--- config.mk ---
export PLATFORM = sky130hd
export DESIGN_NAME = bph_hash
export DESIGN_NICKNAME = d
export VERILOG_FILES = /design/src/sv/bph_pkg.sv /design/src/sv/bph_hash.sv
export SDC_FILE = /design/constraint.sdc
export NUM_CORES = 1
export LEC_CHECK = 0
export BUFFER_PORTS_ARGS = -buffer_cell sky130_fd_sc_hd__buf_2
export CORE_MARGIN = 1
export CORE_UTILIZATION = 57
export CTS_CLUSTER_DIAMETER = 150
export CTS_CLUSTER_SIZE = 14
export DETAILED_ROUTE_END_ITERATION = 10
export HOLD_SLACK_MARGIN = 0.05
export PLACE_DENSITY_LB_ADDON = 0.25
export SLEW_MARGIN = 0
export SYNTH_ARGS = -nofsm -noshare
export SYNTH_HDL_FRONTEND = slang
export SYNTH_SLANG_ARGS = --single-unit
--- constraint.sdc ---
create_clock -name i_clk -period 7.05 [get_ports i_clk]
set_input_delay 0.3525 -clock i_clk [delete_from_list [all_inputs] [get_ports i_clk]]
set_output_delay 0.3525 -clock i_clk [all_outputs]
set_load 0.02 [all_outputs]
--- src/sv/bph_pkg.sv ---
// ---------------------------------------------------------------------------
// bph_pkg
// Shared types and constants for the bounded probe hash table.
// ---------------------------------------------------------------------------
package bph_pkg;

    localparam int TABLE_LOG2_DEF = 12;
    localparam int KEY_W          = 32;
    localparam int SLOT_W         = 12;
    localparam int LIMIT_W        = 7;
    localparam int CFG_IDX_W      = 1;
    localparam int CFG_DATA_W     = 32;

    localparam logic [LIMIT_W-1:0] MAX_PROBES      = 7'd64;
    localparam logic [LIMIT_W-1:0] PROBE_LIMIT_RST = 7'd8;
    localparam logic [KEY_W-1:0]   HASH_MULT_RST   = 32'h9E37_79B9;

    // configuration register indexes
    localparam logic [CFG_IDX_W-1:0] CFG_PROBE_LIMIT = 1'b0;
    localparam logic [CFG_IDX_W-1:0] CFG_HASH_MULT   = 1'b1;

    typedef enum logic [1:0] {
        OP_FIND  = 2'd0,
        OP_ADD   = 2'd1,
        OP_CLEAR = 2'd2,
        OP_NOP   = 2'd3
    } t_op;

    typedef struct packed {
        t_op              op;
        logic [KEY_W-1:0] key;
    } t_req;

    typedef struct packed {
        logic              hit;
        logic [SLOT_W-1:0] slot;
        logic              evicted;
        logic              inserted;
    } t_rsp;

endpackage

--- src/sv/bph_hash.sv ---
// ---------------------------------------------------------------------------
// bph_hash
// Multiplicative hash: home slot is the top bits of key * multiplier mod 2^32.
// ---------------------------------------------------------------------------
module bph_hash #(
    parameter int TABLE_LOG2 = bph_pkg::TABLE_LOG2_DEF
) (
    input  logic                        i_clk,
    input  logic                        i_en,
    input  logic [bph_pkg::KEY_W-1:0]   i_key,
    input  logic [bph_pkg::KEY_W-1:0]   i_mult,
    output logic [TABLE_LOG2-1:0]       o_home
);

    logic [bph_pkg::KEY_W-1:0] prod;
    logic [TABLE_LOG2-1:0]     r_home;

    // low 32 bits of the product only
    assign prod = i_key * i_mult;

    always_ff @(posedge i_clk) begin
        if (i_en) begin
            r_home <= prod[bph_pkg::KEY_W-1 -: TABLE_LOG2];
        end
    end

    assign o_home = r_home;

endmodule

==> qor.yml, run 1 <==
clock_tree:
  postCtsResizedCells: 0
  clk_path_buf_depth: 2
  cts_tree: "yes"
  path_clk_slew_ps: 40
  post_cts_buffers: 0
  cts_inserted_buffers: 3
  cts.sinks: 12
  hold_buffers: 0
  root_buffer: "clkbuf_16"
  htreeDepth: 1
die:
  num_rows: 60
  die_y_um: 168
  initial_core_util_pct: 58.1
  core_area_um2: 27000
  die_area_um2: 28200
  io_pins: 78
  fp.dieW_um: 168
logic_synthesis:
  ys_async_sr_fraction_pct: 0
  yosys.area.top_type_share_pct: 51.9
  synth-seq-area-share_pct: 2.29
  yosysTopAreaCell: "fa_1"
  synth.avg_cell_area_um2: 9.45
  synth_cell_types: 38
  synth_warnings: 0
  synth_enable_flop_cells: 12
  syn-cell-area_um2: 15700
  ys_ff_latch: 12
  synthesis.nets: 2256
  synthFlopType: "edfxtp_1"
  synthCells: 1663
  synthTopCellsByArea: "fa_1 (52%), and2_1 (14%), ha_1 (9.6%)"
hold_path:
  hp-class: "input pin to flop"
  min_path_cells: 1
setup_path:
  critPathArrivalTime_ps: 6720
  critical_path_buf_inv_count: 5
  crit_slowest_cell: "fa_1"
  crit_chain: "buf_2 > and2_1 > fa_1 > fa_1 > inv_1 > fa_1 > fa_1 > inv_1 > fa_1 > inv_1 > fa_1 > fa_1 > fa_1 > inv_1 > ha_1 > nand3_1 > o2111ai_1 > a21oi_2 > o21bai_1 > o2111ai_2 > nand2_2 > o41ai_4 > xnor2_1"
  cp_common_cell: "fa_1"
  critical_path_class: "input pin to flop"
  critical_path_depth: 23
  cp.required_ps: 7040
  timing.critical_path.max_delay_family: "adder cells"
  crit_fanout: 23
  slowest_delay_ps: 560
  critPathCaptureType: "flop"
  cp-start-kind: "input pin"
placed_design:
  dp_hpwl_um: 32600
  routabilityCongestion: 0.875
  preCtsSetupSlack_ps: -85.3
  io_buffers: 77
finish:
  final_nets: 2303
  multi_input_area_um2: 13600
  largest_reg_flops: 12
  drive_gt1_share_pct: 8.08
  area_growth_pct: 6.24
  regArea_um2: 360
  nFillCells: 2294
  diodes: 0
timing:
  slew_headroom_pct: 60.6
  setup_viol: 0
  timing.fmax_mhz: 148
  tightest_slew_ps: 590
  post-route-min-period_ps: 6740
  final_max_slew_viol_count: 0
  rsz0062_at_grt: "no"
  timing.final.crit_share_pct: 95.6
  setup_ws_ps: 313
  finalHoldViolCount: 0
routing:
  routed_wl_um: 38200
  dr.pass1.iters: 5
  vias: 10961
  wl_per_cell_um: 18.6
  drc: 0
  ant_nets: 0
  routed_via_density: 5.35
  drt_iter0_drc: 556
run_status:
  status: "finished clean"
global_routing:
  antenna_found_initial: 0
  grt_first_pass_wirelength_um: 62700
  grt_max_degree: 32
  first_global_vias: 12034
  grt.overflow.total: 0
  track_usage_pct: 29.0
run:
  max_cap_violations: 0
[cell type report]
| cell class | count | share of cell area, % |
|---|---|---|
| sequential | 12 | 2.16 |
| clock buffer | 3 | 0.450 |
| inverter | 375 | 8.43 |
| multi-input combinational | 1196 | 81.8 |
| timing repair buffer | 122 | 4.65 |
| tap | 341 | 2.56 |
[logic make-up after synthesis]
logic type	after synthesis	synth area share [%]
compound gates	38	2.09
xor+xnor	72	4.01
fa+ha+maj	527	61.4
buf+inv	455	10.9
flops	12	2.29
simple gates	559	19.3
[per-stage QoR]
step | area [µm²] | hold WS (ps) | instances | util, % | TNS [ps]
final | 16700 | 507 | 2049 | 61.8 | 0
after global routing | 16700 | 516 | 2049 | 61.8 | 0
after CTS | 16700 | 514 | 2049 | 61.7 | 0
after detailed placement | 16600 | 765 | 2046 | 61.4 | -206
after global placement | 16600 | 763 | 2046 | 61.4 | 0
after floorplan | 15700 | 465 | 1663 | - | 0
[per-layer routing]
| metal | vias up | part of all wire, % | global-route usage [%] |
|---|---|---|---|
| li1 | 4846 | - | - |
| met1 | 5693 | 43 | 41.1 |
| met2 | 369 | 49 | 48.5 |
| met3 | 53 | 6.7 | 3.27 |
| met4 | 0 | 2.0 | 6.30 |
| met5 | - | 0 | 0 |
[cell usage in the layout (no fill, tap or decap), types with 3 or more instances in the layout]
cell       instances
ha_1             120
inv_1            375
edfxtp_1          12
nand2_1          175
xnor2_1           56
a21oi_1           11
nand3_1            8
fa_1             407
and2_1           355
buf_12             3
nor2_1             7
xor2_1            16
clkbuf_16          3
a21o_1             4
buf_2             71
buf_4             42
clkbuf_4           6
o21ai_0            6
[synth_stat cells, drive strengths merged, types with 3 or more instances]
| cell type | count |
|---|---|
| a211oi | 3 |
| a21o | 4 |
| a21oi | 13 |
| and2 | 355 |
| clkbuf | 79 |
| edfxtp | 12 |
| fa | 407 |
| ha | 120 |
| inv | 375 |
| nand2 | 177 |
| nand3 | 8 |
| nor2 | 8 |
| o21ai | 6 |
| xnor2 | 56 |
| xor2 | 16 |
[path summary, 6_finish.rpt]
path	startpoint	to	slack, ps
min	i_en	o_home[0]$_DFFE_PP_	510
max	i_mult[5]	o_home[11]$_DFFE_PP_	310
Power of run 1 is left out: the tool's default activity adds up to more than one toggle a clock period on the data nets, which glitch-free logic cannot reach.
==> inputs of run 2 (changes only) <==
- PLACE_DENSITY: not set -> 0.78
- PLACE_DENSITY_LB_ADDON: 0.25 -> not set
==> run 2 against run 1 <==
Net effect:
- critical endpoint unchanged
- critical path depth up 1
- sequential cell count stayed put
- routed wire length grew 0.81%
- first-iteration DRC count is 4.9% higher
- cell area shrank 0.61%
- fmax decreased by 0.52%
- clock-buffer cell count stayed put
- global-route usage is 0.19 points higher
- die area unchanged
- non-clock buffer count down 9
- cell count shrank 0.39%
- sequential share of layout area hardly changed
==> qor.yml, run 2 (synthesis gave the netlist of run 1 again) <==
die:
  fp.dieW_um: 168  # unchanged
  die_area_um2: 28200  # unchanged
  num_rows: 60  # unchanged
  initial_core_util_pct: 58.1  # unchanged
  io_pins: 78  # unchanged
  die_y_um: 168  # unchanged
  core_area_um2: 27000  # unchanged
routing:
  vias: 11026  # was 10961
  drc: 0  # unchanged
  routed_via_density: 5.40  # was 5.35
  routed_wl_um: 38500  # was 38200 µm
  drt_iter0_drc: 583  # was 556
  dr.pass1.iters: 5  # unchanged
  ant_nets: 0  # unchanged
  wl_per_cell_um: 18.9  # was 18.6 µm
setup_path:
  cp_common_cell: "fa_1"  # unchanged
  cp-start-kind: "input pin"  # unchanged
  crit_slowest_cell: "fa_1"  # unchanged
  cp.required_ps: 7030  # was 7040 ps
  crit_fanout: 23  # unchanged
  critPathCaptureType: "flop"  # unchanged
  crit_chain: "buf_2 > nand2_1 > fa_1 > inv_1 > fa_1 > inv_1 > fa_1 > fa_1 > inv_1 > fa_1 > inv_1 > fa_1 > fa_1 > fa_1 > inv_1 > ha_1 > nand3_1 > o2111ai_1 > a21oi_1 > o21bai_1 > o2111ai_2 > nand2_2 > o41ai_4 > xnor2_1"  # was buf_2 > and2_1 > fa_1 > fa_1 > inv_1 > fa_1 > fa_1 > inv_1 > fa_1 > inv_1 > fa_1 > fa_1 > fa_1 > inv_1 > ha_1 > nand3_1 > o2111ai_1 > a21oi_2 > o21bai_1 > o2111ai_2 > nand2_2 > o41ai_4 > xnor2_1
  critical_path_class: "input pin to flop"  # unchanged
  critPathArrivalTime_ps: 6750  # was 6720 ps
  slowest_delay_ps: 560  # about the same
clock_tree:
  clk_path_buf_depth: 2  # unchanged
  post_cts_buffers: 0  # unchanged
  path_clk_slew_ps: 40  # about the same
  cts_tree: "yes"  # unchanged
  cts_inserted_buffers: 3  # unchanged
  cts.sinks: 12  # unchanged
  htreeDepth: 1  # unchanged
  root_buffer: "clkbuf_16"  # unchanged
finish:
  final_common_cell: "fa_1"  # unchanged
  most-common-layout-cells: "fa_1 (407), inv_1 (375), and2_1 (355), nand2_1 (175), ha_1 (120)"  # unchanged
  drive_gt1_share_pct: 7.53  # was 8.08%
  nFillCells: 2245  # was 2294
  largest_reg_flops: 12  # unchanged
  final_nets: 2294  # was 2303
  regArea_um2: 360  # unchanged
  multi_input_area_um2: 13600  # about the same
  area_growth_pct: 5.59  # was 6.24%
placed_design:
  routabilityCongestion: 0.890  # was 0.875
  dp_hpwl_um: 32700  # was 32600 µm
  preCtsSetupSlack_ps: 3.16  # was -85.3 ps
  io_buffers: 77  # unchanged
global_routing:
  grt_first_pass_wirelength_um: 63000  # was 62700 µm
  grt_max_degree: 32  # unchanged
  grt.overflow.total: 0  # unchanged
  antenna_found_initial: 0  # unchanged
  first_global_vias: 12288  # was 12034
  track_usage_pct: 29.2  # was 29.0%
hold_path:
  min_path_cells: 1  # unchanged
  hp-class: "input pin to flop"  # unchanged
  hold_path_startpoint: "i_en"  # unchanged
  hold_end: "o_home[1]$_DFFE_PP_"  # was o_home[0]$_DFFE_PP_
timing:
  tightest_slew_ps: 582  # was 590 ps
  setup_viol: 0  # unchanged
  timing.fmax_mhz: 148  # about the same
  slew_headroom_pct: 61.2  # was 60.6%
  final_max_slew_viol_count: 0  # unchanged
  rsz0062_at_grt: "no"  # unchanged
  timing.setup.tns_ps: 0  # unchanged
  post-route-min-period_ps: 6770  # was 6740 ps
  setup_ws_ps: 277  # was 313 ps
  finalHoldViolCount: 0  # unchanged
  timing.final.crit_share_pct: 96.1  # was 95.6%
run_status:
  status: "finished clean"  # unchanged
run:
  max_cap_violations: 0  # unchanged
## run 2: metal layers
metal	vias to the layer above	global-route usage [%]	share of wire (%)
met5	-	0	0
met4	0	7.54	2.3
met3	66	5.62	8.9
met2	434	49.1	48
met1	5702	39.0	41
li1	4824	-	-
## run 2: metrics by stage
stage / utilization [%] / cells / hold WS (ps) / area (µm²)
after global routing: 61.4 / 2040 / 511 / 16600
final: 61.4 / 2041 / 502 / 16600
after floorplan: - / 1663 / 465 / 15700
after CTS: 61.4 / 2040 / 511 / 16600
after detailed placement: 61.1 / 2037 / 754 / 16500
after global placement: 61.1 / 2037 / 753 / 16500
## run 2: worst max-delay path by stage
stage,from,end,slack [ps],cells past startpoint
CTS,i_mult[8],o_home[11]$_DFFE_PP_,250,24
global route,i_mult[9],o_home[11]$_DFFE_PP_,20,24
global placement,i_mult[8],o_home[11]$_DFFE_PP_,160,24
finish,i_mult[9],o_home[11]$_DFFE_PP_,280,24
floorplan,i_mult[2],o_home[10]$_DFFE_PP_,400,23
detailed placement,i_mult[8],o_home[11]$_DFFE_PP_,3,24
## run 2: what timing repair did
| action | in CTS | in global routing |
|---|---|---|
| resized for setup | 0 | 3 |
| endpoints found under the setup margin | 0 | 3 |
| hold buffers | 0 | 0 |
## run 2: critical path, delay by kind of cell
family | cells | cell delay [ps]
AO/OA/AOI/OAI | 5 | 990
XOR/XNOR | 1 | 90
adder cells (fa/ha/maj) | 9 | 4190
buffers and inverters | 6 | 740
AND/OR/NAND/NOR | 3 | 370
## run 2: area by class of cell
type,count,share of cell area (%)
antenna,1,0.0151
clock buffer,3,0.452
inverter,375,8.48
multi-input combinational,1196,82.2
sequential,12,2.17
tap,341,2.57
timing repair buffer,113,4.07
Power of run 2 is left out for the same reason.
