## src/sv/bph_pkg.sv

```systemverilog
// ---------------------------------------------------------------------------
// bph_pkg
// Shared types and constants for the bounded probe hash table.
// ---------------------------------------------------------------------------
package bph_pkg;

    localparam int TABLE_LOG2_DEF = 12;
    localparam int KEY_W          = 32;
    localparam int SLOT_W         = 12;
    localparam int LIMIT_W        = 7;
    localparam int CFG_IDX_W      = 1;
    localparam int CFG_DATA_W     = 32;

    localparam logic [LIMIT_W-1:0] MAX_PROBES      = 7'd64;
    localparam logic [LIMIT_W-1:0] PROBE_LIMIT_RST = 7'd8;
    localparam logic [KEY_W-1:0]   HASH_MULT_RST   = 32'h9E37_79B9;

    // configuration register indexes
    localparam logic [CFG_IDX_W-1:0] CFG_PROBE_LIMIT = 1'b0;
    localparam logic [CFG_IDX_W-1:0] CFG_HASH_MULT   = 1'b1;

    typedef enum logic [1:0] {
        OP_FIND  = 2'd0,
        OP_ADD   = 2'd1,
        OP_CLEAR = 2'd2,
        OP_NOP   = 2'd3
    } t_op;

    typedef struct packed {
        t_op              op;
        logic [KEY_W-1:0] key;
    } t_req;

    typedef struct packed {
        logic              hit;
        logic [SLOT_W-1:0] slot;
        logic              evicted;
        logic              inserted;
    } t_rsp;

endpackage

```

## src/sv/bph_probe.sv

```systemverilog
// ---------------------------------------------------------------------------
// bph_probe
// Request sequencer: slot sweep, probe loop over the slot RAM, result register.
// ---------------------------------------------------------------------------
module bph_probe #(
    parameter int TABLE_LOG2 = bph_pkg::TABLE_LOG2_DEF
) (
    input  logic                          i_clk,
    input  logic                          i_rst_n,
    input  logic                          i_valid,
    input  bph_pkg::t_req                 i_req,
    output logic                          o_stall,
    output logic                          o_valid,
    output bph_pkg::t_rsp                 o_rsp,
    input  logic                          i_stall,
    input  logic [bph_pkg::LIMIT_W-1:0]   i_probe_limit,
    output logic                          o_hash_en,
    output logic [bph_pkg::KEY_W-1:0]     o_hash_key,
    input  logic [TABLE_LOG2-1:0]         i_home,
    output logic                          o_ram_we,
    output logic [TABLE_LOG2-1:0]         o_ram_waddr,
    output logic [bph_pkg::KEY_W:0]       o_ram_wdata,
    output logic [TABLE_LOG2-1:0]         o_ram_raddr,
    input  logic [bph_pkg::KEY_W:0]       i_ram_rdata
);

    typedef enum logic [4:0] {
        ST_SWEEP = 5'b00001,
        ST_IDLE  = 5'b00010,
        ST_HASH  = 5'b00100,
        ST_PROBE = 5'b01000,
        ST_DONE  = 5'b10000
    } t_state;

    localparam int LW = bph_pkg::LIMIT_W;

    t_state                   r_state, n_state;
    logic [TABLE_LOG2-1:0]    r_sweep_addr, n_sweep_addr;
    logic                     r_report, n_report;
    logic                     r_out_valid, n_out_valid;
    logic                     r_rd_vld, n_rd_vld;
    bph_pkg::t_op             r_op, n_op;
    logic [bph_pkg::KEY_W-1:0] r_key, n_key;
    logic [LW-1:0]            r_lim, n_lim;
    logic [LW-1:0]            r_chk, n_chk;
    logic [TABLE_LOG2-1:0]    r_chk_pos, n_chk_pos;
    logic                     r_found, n_found;
    logic                     r_empty, n_empty;
    logic [TABLE_LOG2-1:0]    r_res_pos, n_res_pos;
    bph_pkg::t_rsp            r_out, n_out;

    logic                     accept;
    logic                     done_fire;
    logic [TABLE_LOG2-1:0]    iss_addr;
    logic [TABLE_LOG2-1:0]    ins_pos;
    logic [LW-1:0]            eff_lim;
    logic [31:0]              res_ext;
    logic [31:0]              ins_ext;
    logic                     slot_used;
    logic [bph_pkg::KEY_W-1:0] slot_key;

    assign accept    = i_valid && (r_state == ST_IDLE);
    assign done_fire = (r_state == ST_DONE) && (!r_out_valid || !i_stall);
    assign iss_addr  = r_rd_vld ? r_chk_pos + TABLE_LOG2'(1) : i_home;
    // all probed slots occupied: overwrite the home slot
    assign ins_pos   = r_empty ? r_res_pos : i_home;
    assign res_ext   = 32'(r_res_pos);
    assign ins_ext   = 32'(ins_pos);
    assign slot_used = i_ram_rdata[bph_pkg::KEY_W];
    assign slot_key  = i_ram_rdata[bph_pkg::KEY_W-1:0];

    always_comb begin
        if (i_probe_limit == '0) begin
            eff_lim = LW'(1);
        end else if (i_probe_limit > bph_pkg::MAX_PROBES) begin
            eff_lim = bph_pkg::MAX_PROBES;
        end else begin
            eff_lim = i_probe_limit;
        end
    end

    always_comb begin
        n_state      = r_state;
        n_sweep_addr = r_sweep_addr;
        n_report     = r_report;
        n_out_valid  = r_out_valid && i_stall;
        n_rd_vld     = r_rd_vld;
        n_op         = r_op;
        n_key        = r_key;
        n_lim        = r_lim;
        n_chk        = r_chk;
        n_chk_pos    = r_chk_pos;
        n_found      = r_found;
        n_empty      = r_empty;
        n_res_pos    = r_res_pos;
        n_out        = r_out;
        o_ram_we     = 1'b0;
        o_ram_waddr  = r_sweep_addr;
        o_ram_wdata  = '0;

        case (r_state)
            ST_SWEEP: begin
                o_ram_we     = 1'b1;
                n_sweep_addr = r_sweep_addr + TABLE_LOG2'(1);
                if (r_sweep_addr == '1) begin
                    n_state = r_report ? ST_DONE : ST_IDLE;
                end
            end
            ST_IDLE: begin
                if (accept) begin
                    n_op         = i_req.op;
                    n_key        = i_req.key;
                    n_lim        = eff_lim;
                    n_found      = 1'b0;
                    n_empty      = 1'b0;
                    n_sweep_addr = '0;
                    n_report     = 1'b1;
                    case (i_req.op)
                        bph_pkg::OP_FIND,
                        bph_pkg::OP_ADD:   n_state = ST_HASH;
                        bph_pkg::OP_CLEAR: n_state = ST_SWEEP;
                        default:           n_state = ST_DONE;
                    endcase
                end
            end
            ST_HASH: begin
                n_rd_vld = 1'b0;
                n_chk    = '0;
                n_state  = ST_PROBE;
            end
            ST_PROBE: begin
                // one read issued per cycle, data of the previous read checked
                n_chk_pos = iss_addr;
                n_rd_vld  = 1'b1;
                if (r_rd_vld) begin
                    n_res_pos = r_chk_pos;
                    if (!slot_used) begin
                        n_empty = 1'b1;
                        n_state = ST_DONE;
                    end else if (slot_key == r_key) begin
                        n_found = 1'b1;
                        n_state = ST_DONE;
                    end else if (r_chk == r_lim - LW'(1)) begin
                        n_state = ST_DONE;
                    end else begin
                        n_chk = r_chk + LW'(1);
                    end
                end
            end
            ST_DONE: begin
                if (done_fire) begin
                    n_out_valid = 1'b1;
                    n_out       = '0;
                    n_state     = ST_IDLE;
                    if (r_found) begin
                        n_out.hit  = 1'b1;
                        n_out.slot = res_ext[bph_pkg::SLOT_W-1:0];
                    end else if (r_op == bph_pkg::OP_ADD) begin
                        o_ram_we       = 1'b1;
                        o_ram_waddr    = ins_pos;
                        o_ram_wdata    = {1'b1, r_key};
                        n_out.slot     = ins_ext[bph_pkg::SLOT_W-1:0];
                        n_out.evicted  = !r_empty;
                        n_out.inserted = 1'b1;
                    end
                end
            end
            default: begin
                n_state = ST_IDLE;
            end
        endcase
    end

    always_ff @(posedge i_clk) begin
        if (!i_rst_n) begin
            r_state      <= ST_SWEEP;
            r_sweep_addr <= '0;
            r_report     <= 1'b0;
            r_out_valid  <= 1'b0;
            r_rd_vld     <= 1'b0;
        end else begin
            r_state      <= n_state;
            r_sweep_addr <= n_sweep_addr;
            r_report     <= n_report;
            r_out_valid  <= n_out_valid;
            r_rd_vld     <= n_rd_vld;
        end
    end

    always_ff @(posedge i_clk) begin
        r_op      <= n_op;
        r_key     <= n_key;
        r_lim     <= n_lim;
        r_chk     <= n_chk;
        r_chk_pos <= n_chk_pos;
        r_found   <= n_found;
        r_empty   <= n_empty;
        r_res_pos <= n_res_pos;
        r_out     <= n_out;
    end

    assign o_stall     = (r_state != ST_IDLE);
    assign o_valid     = r_out_valid;
    assign o_rsp       = r_out;
    assign o_hash_en   = (r_state == ST_HASH);
    assign o_hash_key  = r_key;
    assign o_ram_raddr = iss_addr;

endmodule

```

## config.mk

```make
export PLATFORM = sky130hd
export DESIGN_NAME = bph_probe
export DESIGN_NICKNAME = d
export VERILOG_FILES = /design/src/sv/bph_pkg.sv /design/src/sv/bph_probe.sv
export SDC_FILE = /design/constraint.sdc
export NUM_CORES = 1
export LEC_CHECK = 0
export BUFFER_PORTS_ARGS = -buffer_cell sky130_fd_sc_hd__buf_2
export CAP_MARGIN = 20
export CELL_PAD_IN_SITES_DETAIL_PLACEMENT = 0
export CELL_PAD_IN_SITES_GLOBAL_PLACEMENT = 1
export CORE_AREA = 2 2 164 102
export DETAILED_ROUTE_END_ITERATION = 8
export DIE_AREA = 0 0 166 104
export PLACE_DENSITY_LB_ADDON = 0.1
export SLEW_MARGIN = 20
export SYNTH_ARGS = -nofsm -noshare
export SYNTH_HDL_FRONTEND = slang
export SYNTH_SLANG_ARGS = --single-unit
```

## constraint.sdc

```tcl
create_clock -name i_clk -period 2 [get_ports i_clk]
set_input_delay 0.3 -clock i_clk [delete_from_list [all_inputs] [get_ports i_clk]]
set_output_delay 0.3 -clock i_clk [all_outputs]
set_load 0.01 [all_outputs]
```

==> impl_results.md, run 1 <==
- Outcome: complete, but fails checks
- Failing checks: negative setup slack
- CTS Buf Count: 9
- Area Growth Syn to Fin: 48.6%
- Nets: around 810
- Dominant synthesized flop cell: edfxtp_1
- Switching Power: around 1.7 mW
- Leakage power: between 3 and 4 nW
- Maximum clock insertion buffer count: 2
- # diodes: 0
- Clock Latency Late Sink: between 0.3 and 0.4 ns
- Synth Area in XOR/XNOR: 9.99%
- CTS root buffer: clkbuf_16
- Reg2reg start: r_lim[0]$_SDFFCE_PP1P_
- DP Wirelength: 12,000 um
- DR vias/cell: 4.87
- Largest net degree at the start of global routing: 34
- Largest family of logic cells by synthesized area: simple AND/OR/NAND/NOR gates
- Required time worst endpoint: 1.70 ns
- CP peak stage delay: around 0.34 ns
- Grt ovf: 0
- Worst hold stages: 1
- DR DRC count: 0
- RePlAce Congestion: 0.916
- Final setup violation count: just under 60
- Hold WS: about 0.11 ns
- EDFF count, synth: 89
- Fillcell total: 1,476
- Hold Violations, Final: 0
- Hold Crit Class: input pin to flip-flop
- Clock sinks: 109
- Critical path type: flip-flop to output port
- Async S/R FF share, synth: 0%
- Commonest non-fill, non-tap cell in the layout: buf_2
- CP startpoint kind: flip-flop
- Fin Setup TNS: -11.04 ns
- CP max FO: 4
- Worst min-delay path startpoint: i_req[11]
- Placed Area: 6950 um^2
- Max Slew Vio Count: 0
- DR pass1 iterations: 5
- Synth Area in Simple Gates: 17.8%
- DRT antenna net count: 0
- Via count of the first global-routing pass: about 4.4k
- Dpl cells: 894
- Die Wd: ~170 um
- Cell area after synthesis: 5260 um^2
- Period utilisation layout: 113%
- Hold Path End: o_hash_key[11]$_DFFE_PP_
- H-Tree Depth: 3
- Non-Filler Instances: 934
- Initial Util: 33.3%
- Drt initial violations: 274
- Post-synthesis sequential area ratio: ~58%
- Average wire per standard cell: 17.4 um
- Clock skew: 0.0147 ns
- Worst R2R End: r_chk[3]$_SDFFCE_PN0P_
- Crit path max-delay cell type: dfxtp_2
- Area of the multi-input gates: 2330 um^2
- Number of synthesis warnings: 0
- IO buf count: 197
- Worst slack after detailed placement: -0.214 ns
- Reg clk slew, reported paths: 0.08 ns
- Initial antenna violation count: 0
- Worst R2R Path Depth: 8
- CP endpoint kind: output port
- Design Area, Final: 7820 um^2
- Post-synthesis adder-cell area fraction: 0.951%
- Register Area: between 3000 and 4000 um^2
- Die Height: about 100 um
- IO Count: 198
- Compound-gate portion of the synthesized area: 8.32%
- Vias after detailed routing: 4,552
- TritonCTS clock tree: built
- Rel. slew slack: 57.5%
- Total Wirelength: 16,300 um
- Seq cells post-synth: about 110
- Internal power: 4.28 mW
- Maximum VDD drop: 0.712 mV
- Cells after synthesis: 453
- Most frequent CP cell: buf_6
- First-pass GRT wire length: around 25,000 um
- Netlist cell types: 50
- Die area: ~17,000 um^2
- Flop pwr share: 46.0%
- Logic gate share of total power: 22.3%
- # rows: 36
- Commonest non-fill, non-tap cells in the layout: buf_2, edfxtp_1, buf_4
- CP Data Arrival Time: 1.97 ns
- Synthesized area per cell: 11.6 um^2
- Core Util, Final: 49.4%
- Measured slew at the worst slew-check pin: 0.637 ns
- Core area: between 15,000 and 20,000 um^2
- Cell area power density: 762 nW/um^2
- Total global routing track utilization: 18.5%
- Net count after synthesis: 547
- CP cell instances: nor4_2 -> nand2_1 -> a21oi_4 -> buf_6 -> buf_16 -> buf_8 -> and3_4 -> buf_6
- Maximum clock frequency: 441 MHz
- Max-cap violations: 0
- Layout cell share with drive strength beyond 1: 48.1%
- Unrepaired setup endpoints after global routing: true
- Total power: a little under 6 mW
- Reg2reg setup slack: -0.10 ns
- Mux share of post-synthesis cell area: ~2.5%
- Setup ws final: -0.268 ns
- Net Sw Frac: 28.2%
- Clk pwr share: 31.7%
- Min Clock Period, post-route: 2.27 ns
-- worst max-delay path: cells and delay by family, from the launching register on --
family	cells	cell delay, ns
flops	1	0.34
simple gates	3	0.59
buf+inv	4	0.48
compound gates	1	0.21
-- how the worst max path moves through the flow --
stage                            start                      to  depth (start not counted)  slack [ns]
2_1_floorplan   r_lim[0]$_SDFFCE_PP1P_  r_chk[0]$_SDFFCE_PN0P_                          8      -0.003
3_3_place_gp    r_lim[0]$_SDFFCE_PP1P_  r_chk[6]$_SDFFCE_PN0P_                          8       -0.17
3_5_place_dp    r_lim[0]$_SDFFCE_PP1P_  r_chk[6]$_SDFFCE_PN0P_                          8       -0.21
4_1_cts         r_chk_pos[3]$_DFFE_PP_         o_ram_raddr[11]                          7       -0.25
5_1_grt        r_state[3]$_SDFFE_PN0P_          o_ram_wdata[3]                          8       -0.37
6_report       r_state[3]$_SDFFE_PN0P_         o_ram_wdata[12]                          8       -0.27
-- synth_stat cells (all sizes together), types with 2 or more instances --
cell type / n / area, um^2
and2: 2 / 12.5
nand3b: 3 / 26.3
buf: 3 / 12.5
mux2i: 12 / 120
and4: 2 / 17.5
nor3: 5 / 36.3
o21ai: 19 / 95.1
a31oi: 2 / 12.5
nand2: 34 / 128
inv: 10 / 37.5
ha: 4 / 50.1
nor2b: 7 / 43.8
and3: 39 / 244
clkbuf: 15 / 56.3
o21a: 2 / 15.0
o211ai: 2 / 15.0
xnor2: 11 / 96.3
nor2: 38 / 143
and3b: 2 / 17.5
nand2b: 3 / 26.3
or3: 4 / 25.0
o22a: 2 / 18.8
a21oi: 18 / 93.8
a22o: 12 / 105
xor2: 49 / 429
a21o: 2 / 15.0
nor4: 12 / 90.1
nand3: 12 / 60.1
a211oi: 2 / 15.0
dfxtp: 20 / 400
nand4: 5 / 31.3
edfxtp: 89 / 2670
-- registers in the layout, summed over array words and instances (netlist names) --
name          cells
r_lim             7
r_report          1
r_res_pos        12
r_rd_vld          1
r_op              2
r_state           5
o_valid           1
r_chk_pos        12
o_rsp            15
r_sweep_addr     12
o_hash_key       32
r_found           1
r_empty           1
r_chk             7
-- timing repair --
item	in CTS	in global routing
gates cloned	2	0
hold buffers	0	0
setup buffers	14	9
setup endpoints to repair	64	81
gates resized for setup	28	48
pin swaps	12	17
-- area by class of cell --
| cell class | instances | area share [%] |
|---|---|---|
| clock inverter | 7 | 1.17 |
| tap | 209 | 3.35 |
| sequential | 109 | 39.3 |
| inverter | 10 | 0.576 |
| multi-input combinational | 316 | 29.9 |
| timing repair buffer | 274 | 22.8 |
| clock buffer | 9 | 2.88 |
-- cell families (layout without fill, tap and decap cells) --
logic type | Yosys count | after routing
fa+ha+maj | 4 | 4
buf+inv | 28 | 300
simple gates | 172 | 172
mux | 13 | 13
compound gates | 67 | 67
flops | 109 | 109
xor+xnor | 60 | 60
-- per-layer routing --
metal	part of all wire, %	global-route usage (%)	up-vias
li1	-	-	2201
met1	48	26.4	2187
met2	44	28.1	151
met3	6.6	4.76	13
met4	1.2	4.10	0
met5	0	0	-
-- power groups by stage --
stage / Combinational [mW] / Clock [mW] / Sequential [mW]
CTS: 1.26 / 1.94 / 2.74
global route: 1.45 / 2.03 / 2.76
global placement: 1.11 / 0 / 2.78
floorplan: 0.539 / 0 / 2.80
detailed placement: 1.11 / 0 / 2.79
finish: 1.33 / 1.89 / 2.74
No activity file was read; power rests on OpenSTA's default activity.
==> run 2: changes to the inputs <==
--- a/config.mk
+++ b/config.mk
@@ -14,2 +14,3 @@
 export DIE_AREA = 0 0 166 104
+export HOLD_SLACK_MARGIN = 0.06
 export PLACE_DENSITY_LB_ADDON = 0.1
==> constraint.sdc (replaced) <==
create_clock -name i_clk -period 2 [get_ports i_clk]
set_input_delay 0.4 -clock i_clk [delete_from_list [all_inputs] [get_ports i_clk]]
set_output_delay 0.4 -clock i_clk [all_outputs]
set_load 0.01 [all_outputs]
==> impl_results.md, run 2 (synthesis results as in run 1) <==
- Outcome: complete, but fails checks
- Failing checks: negative setup slack
- DR pass1 iterations: 4
- Average wire per standard cell: between 15 and 20 um
- Grt ovf: 0
- CTS root buffer: clkbuf_16
- Maximum clock insertion buffer count: 2
- CP Data Arrival Time: between 1.5 and 2 ns
- TritonCTS clock tree: built
- Total power: between 5 and 6 mW
- Critical path type: flip-flop to output port
- Clock Latency Late Sink: 0.35 ns
- Cell area power density: 731 nW/um^2
- Drt initial violations: approximately 250
- Dpl cells: 904
- # rows: 36
- Design Area, Final: 7910 um^2
- CP endpoint kind: output port
- Leakage power: 3.44 nW
- Core area: 15,800 um^2
- Min Clock Period, post-route: 2.39 ns
- Max Slew Vio Count: 0
- Crit path max-delay cell type: edfxtp_1
- Maximum clock frequency: 419 MHz
- IO Count: 198
- Total Wirelength: 16,500 um
- Final setup violation count: between 50 and 60
- Hold Crit Class: input pin to flip-flop
- Commonest non-fill, non-tap cell in the layout: buf_2
- Required time worst endpoint: 1.60 ns
- Measured slew at the worst slew-check pin: 0.476 ns
- Initial Util: 33.3%
- CP peak stage delay: 0.38 ns
- Vias after detailed routing: 4,610
- Non-Filler Instances: 947
- H-Tree Depth: 3
- CP max FO: 3
- Setup ws final: -0.387 ns
- Hold Violations, Final: 0
- Unrepaired setup endpoints after global routing: true
- Die area: 17,300 um^2
- Layout cell share with drive strength beyond 1: 50.0%
- IO buf count: 197
- Placed Area: 7020 um^2
- Die Height: 104 um
- Max FFs per register: 32
- DR DRC count: 0
- Via count of the first global-routing pass: 4,538
- Reg clk slew, reported paths: 0.08 ns
- Maximum VDD drop: roughly 0.48 mV
- CP startpoint kind: flip-flop
- Largest net degree at the start of global routing: 40
- Total global routing track utilization: 18.2%
- CTS Buf Count: 9
- Area Growth Syn to Fin: 50.3%
- Period utilisation layout: 119%
- RePlAce Congestion: 0.899
- CP cell instances: and3_4 -> and3_4 -> nand3_4 -> or3_4 -> a31oi_4 -> buf_6 -> buf_6
- DP Wirelength: approximately 12,000 um
- Clock sinks: approximately 110
- Nets: 827
- Initial antenna violation count: 0
- # diodes: 0
- Max-cap violations: 0
- Commonest non-fill, non-tap cells in the layout: buf_2, edfxtp_1, buf_4
- Clock skew: 0.0115 ns
- DR vias/cell: 4.87
- Die Wd: 166 um
- DRT antenna net count: 0
- Rel. slew slack: 67.8%
- First-pass GRT wire length: 24,800 um
- Reg2reg setup slack: -0.08 ns
## run 2: worst max-delay path: cells and delay by family (launching register included)
family / cells / cell delay, ns
AND/OR/NAND/NOR: 4 / 0.85
flip-flops: 1 / 0.38
buffers and inverters: 2 / 0.22
AO/OA/AOI/OAI: 1 / 0.20
## run 2: area by class of cell
type | count | area (um^2)
flip-flops and latches | 109 | 3070
multi-input cells | 316 | 2420
inverters | 10 | 45.0
well taps | 209 | 262
clock buffers | 9 | 225
clock inverters | 7 | 71.3
repair buffers | 287 | 1810
fillers | 1436 | 7900
## run 2: routing by layer
layer,GRT usage [%],part of all wire (%),vias to the layer above,wire (um)
li1,-,-,2227,-
met1,25.1,46,2223,7660
met2,28.5,46,144,7590
met3,4.95,6.3,16,1040
met4,4.16,1.3,0,207
met5,0,0,-,0
## run 2: repair_timing
| item | 4_1_cts | 5_1_grt |
|---|---|---|
| pin swaps | 29 | 25 |
| hold buffers | 0 | 0 |
| endpoints found under the setup margin | 68 | 70 |
| gates cloned | 0 | 2 |
| hold endpoints to repair | 0 | 0 |
| setup buffers | 18 | 8 |
| gates resized for setup | 55 | 35 |
## run 2: metrics by stage
stage	hold WS, ns	setup TNS [ns]	setup slack [ns]	util, %
3_3_place_gp	0.451	-2.97	-0.257	44.4
6_report	0.219	-17.31	-0.387	50.0
5_1_grt	0.208	-22.62	-0.459	50.0
4_1_cts	0.205	-16.18	-0.362	48.5
2_1_floorplan	0.436	-0.0181	-0.00259	-
3_5_place_dp	0.468	-3.13	-0.308	44.4
## run 2: final timing paths
kind,from,to,cells after the start
max,r_chk_pos[5]$_DFFE_PP_,o_ram_raddr[11],7
min,i_req[24],o_hash_key[24]$_DFFE_PP_,1
max reg2reg,r_lim[1]$_SDFFCE_PP0P_,r_chk[3]$_SDFFCE_PN0P_,8
min reg2reg,r_report$_SDFFE_PN0P_,r_report$_SDFFE_PN0P_,2
## run 2: report_power, final
part	switching (mW)	total, mW	internal (mW)
Combinational	0.675	1.28	0.609
Sequential	0.115	2.73	2.62
Clock	0.883	1.76	0.879
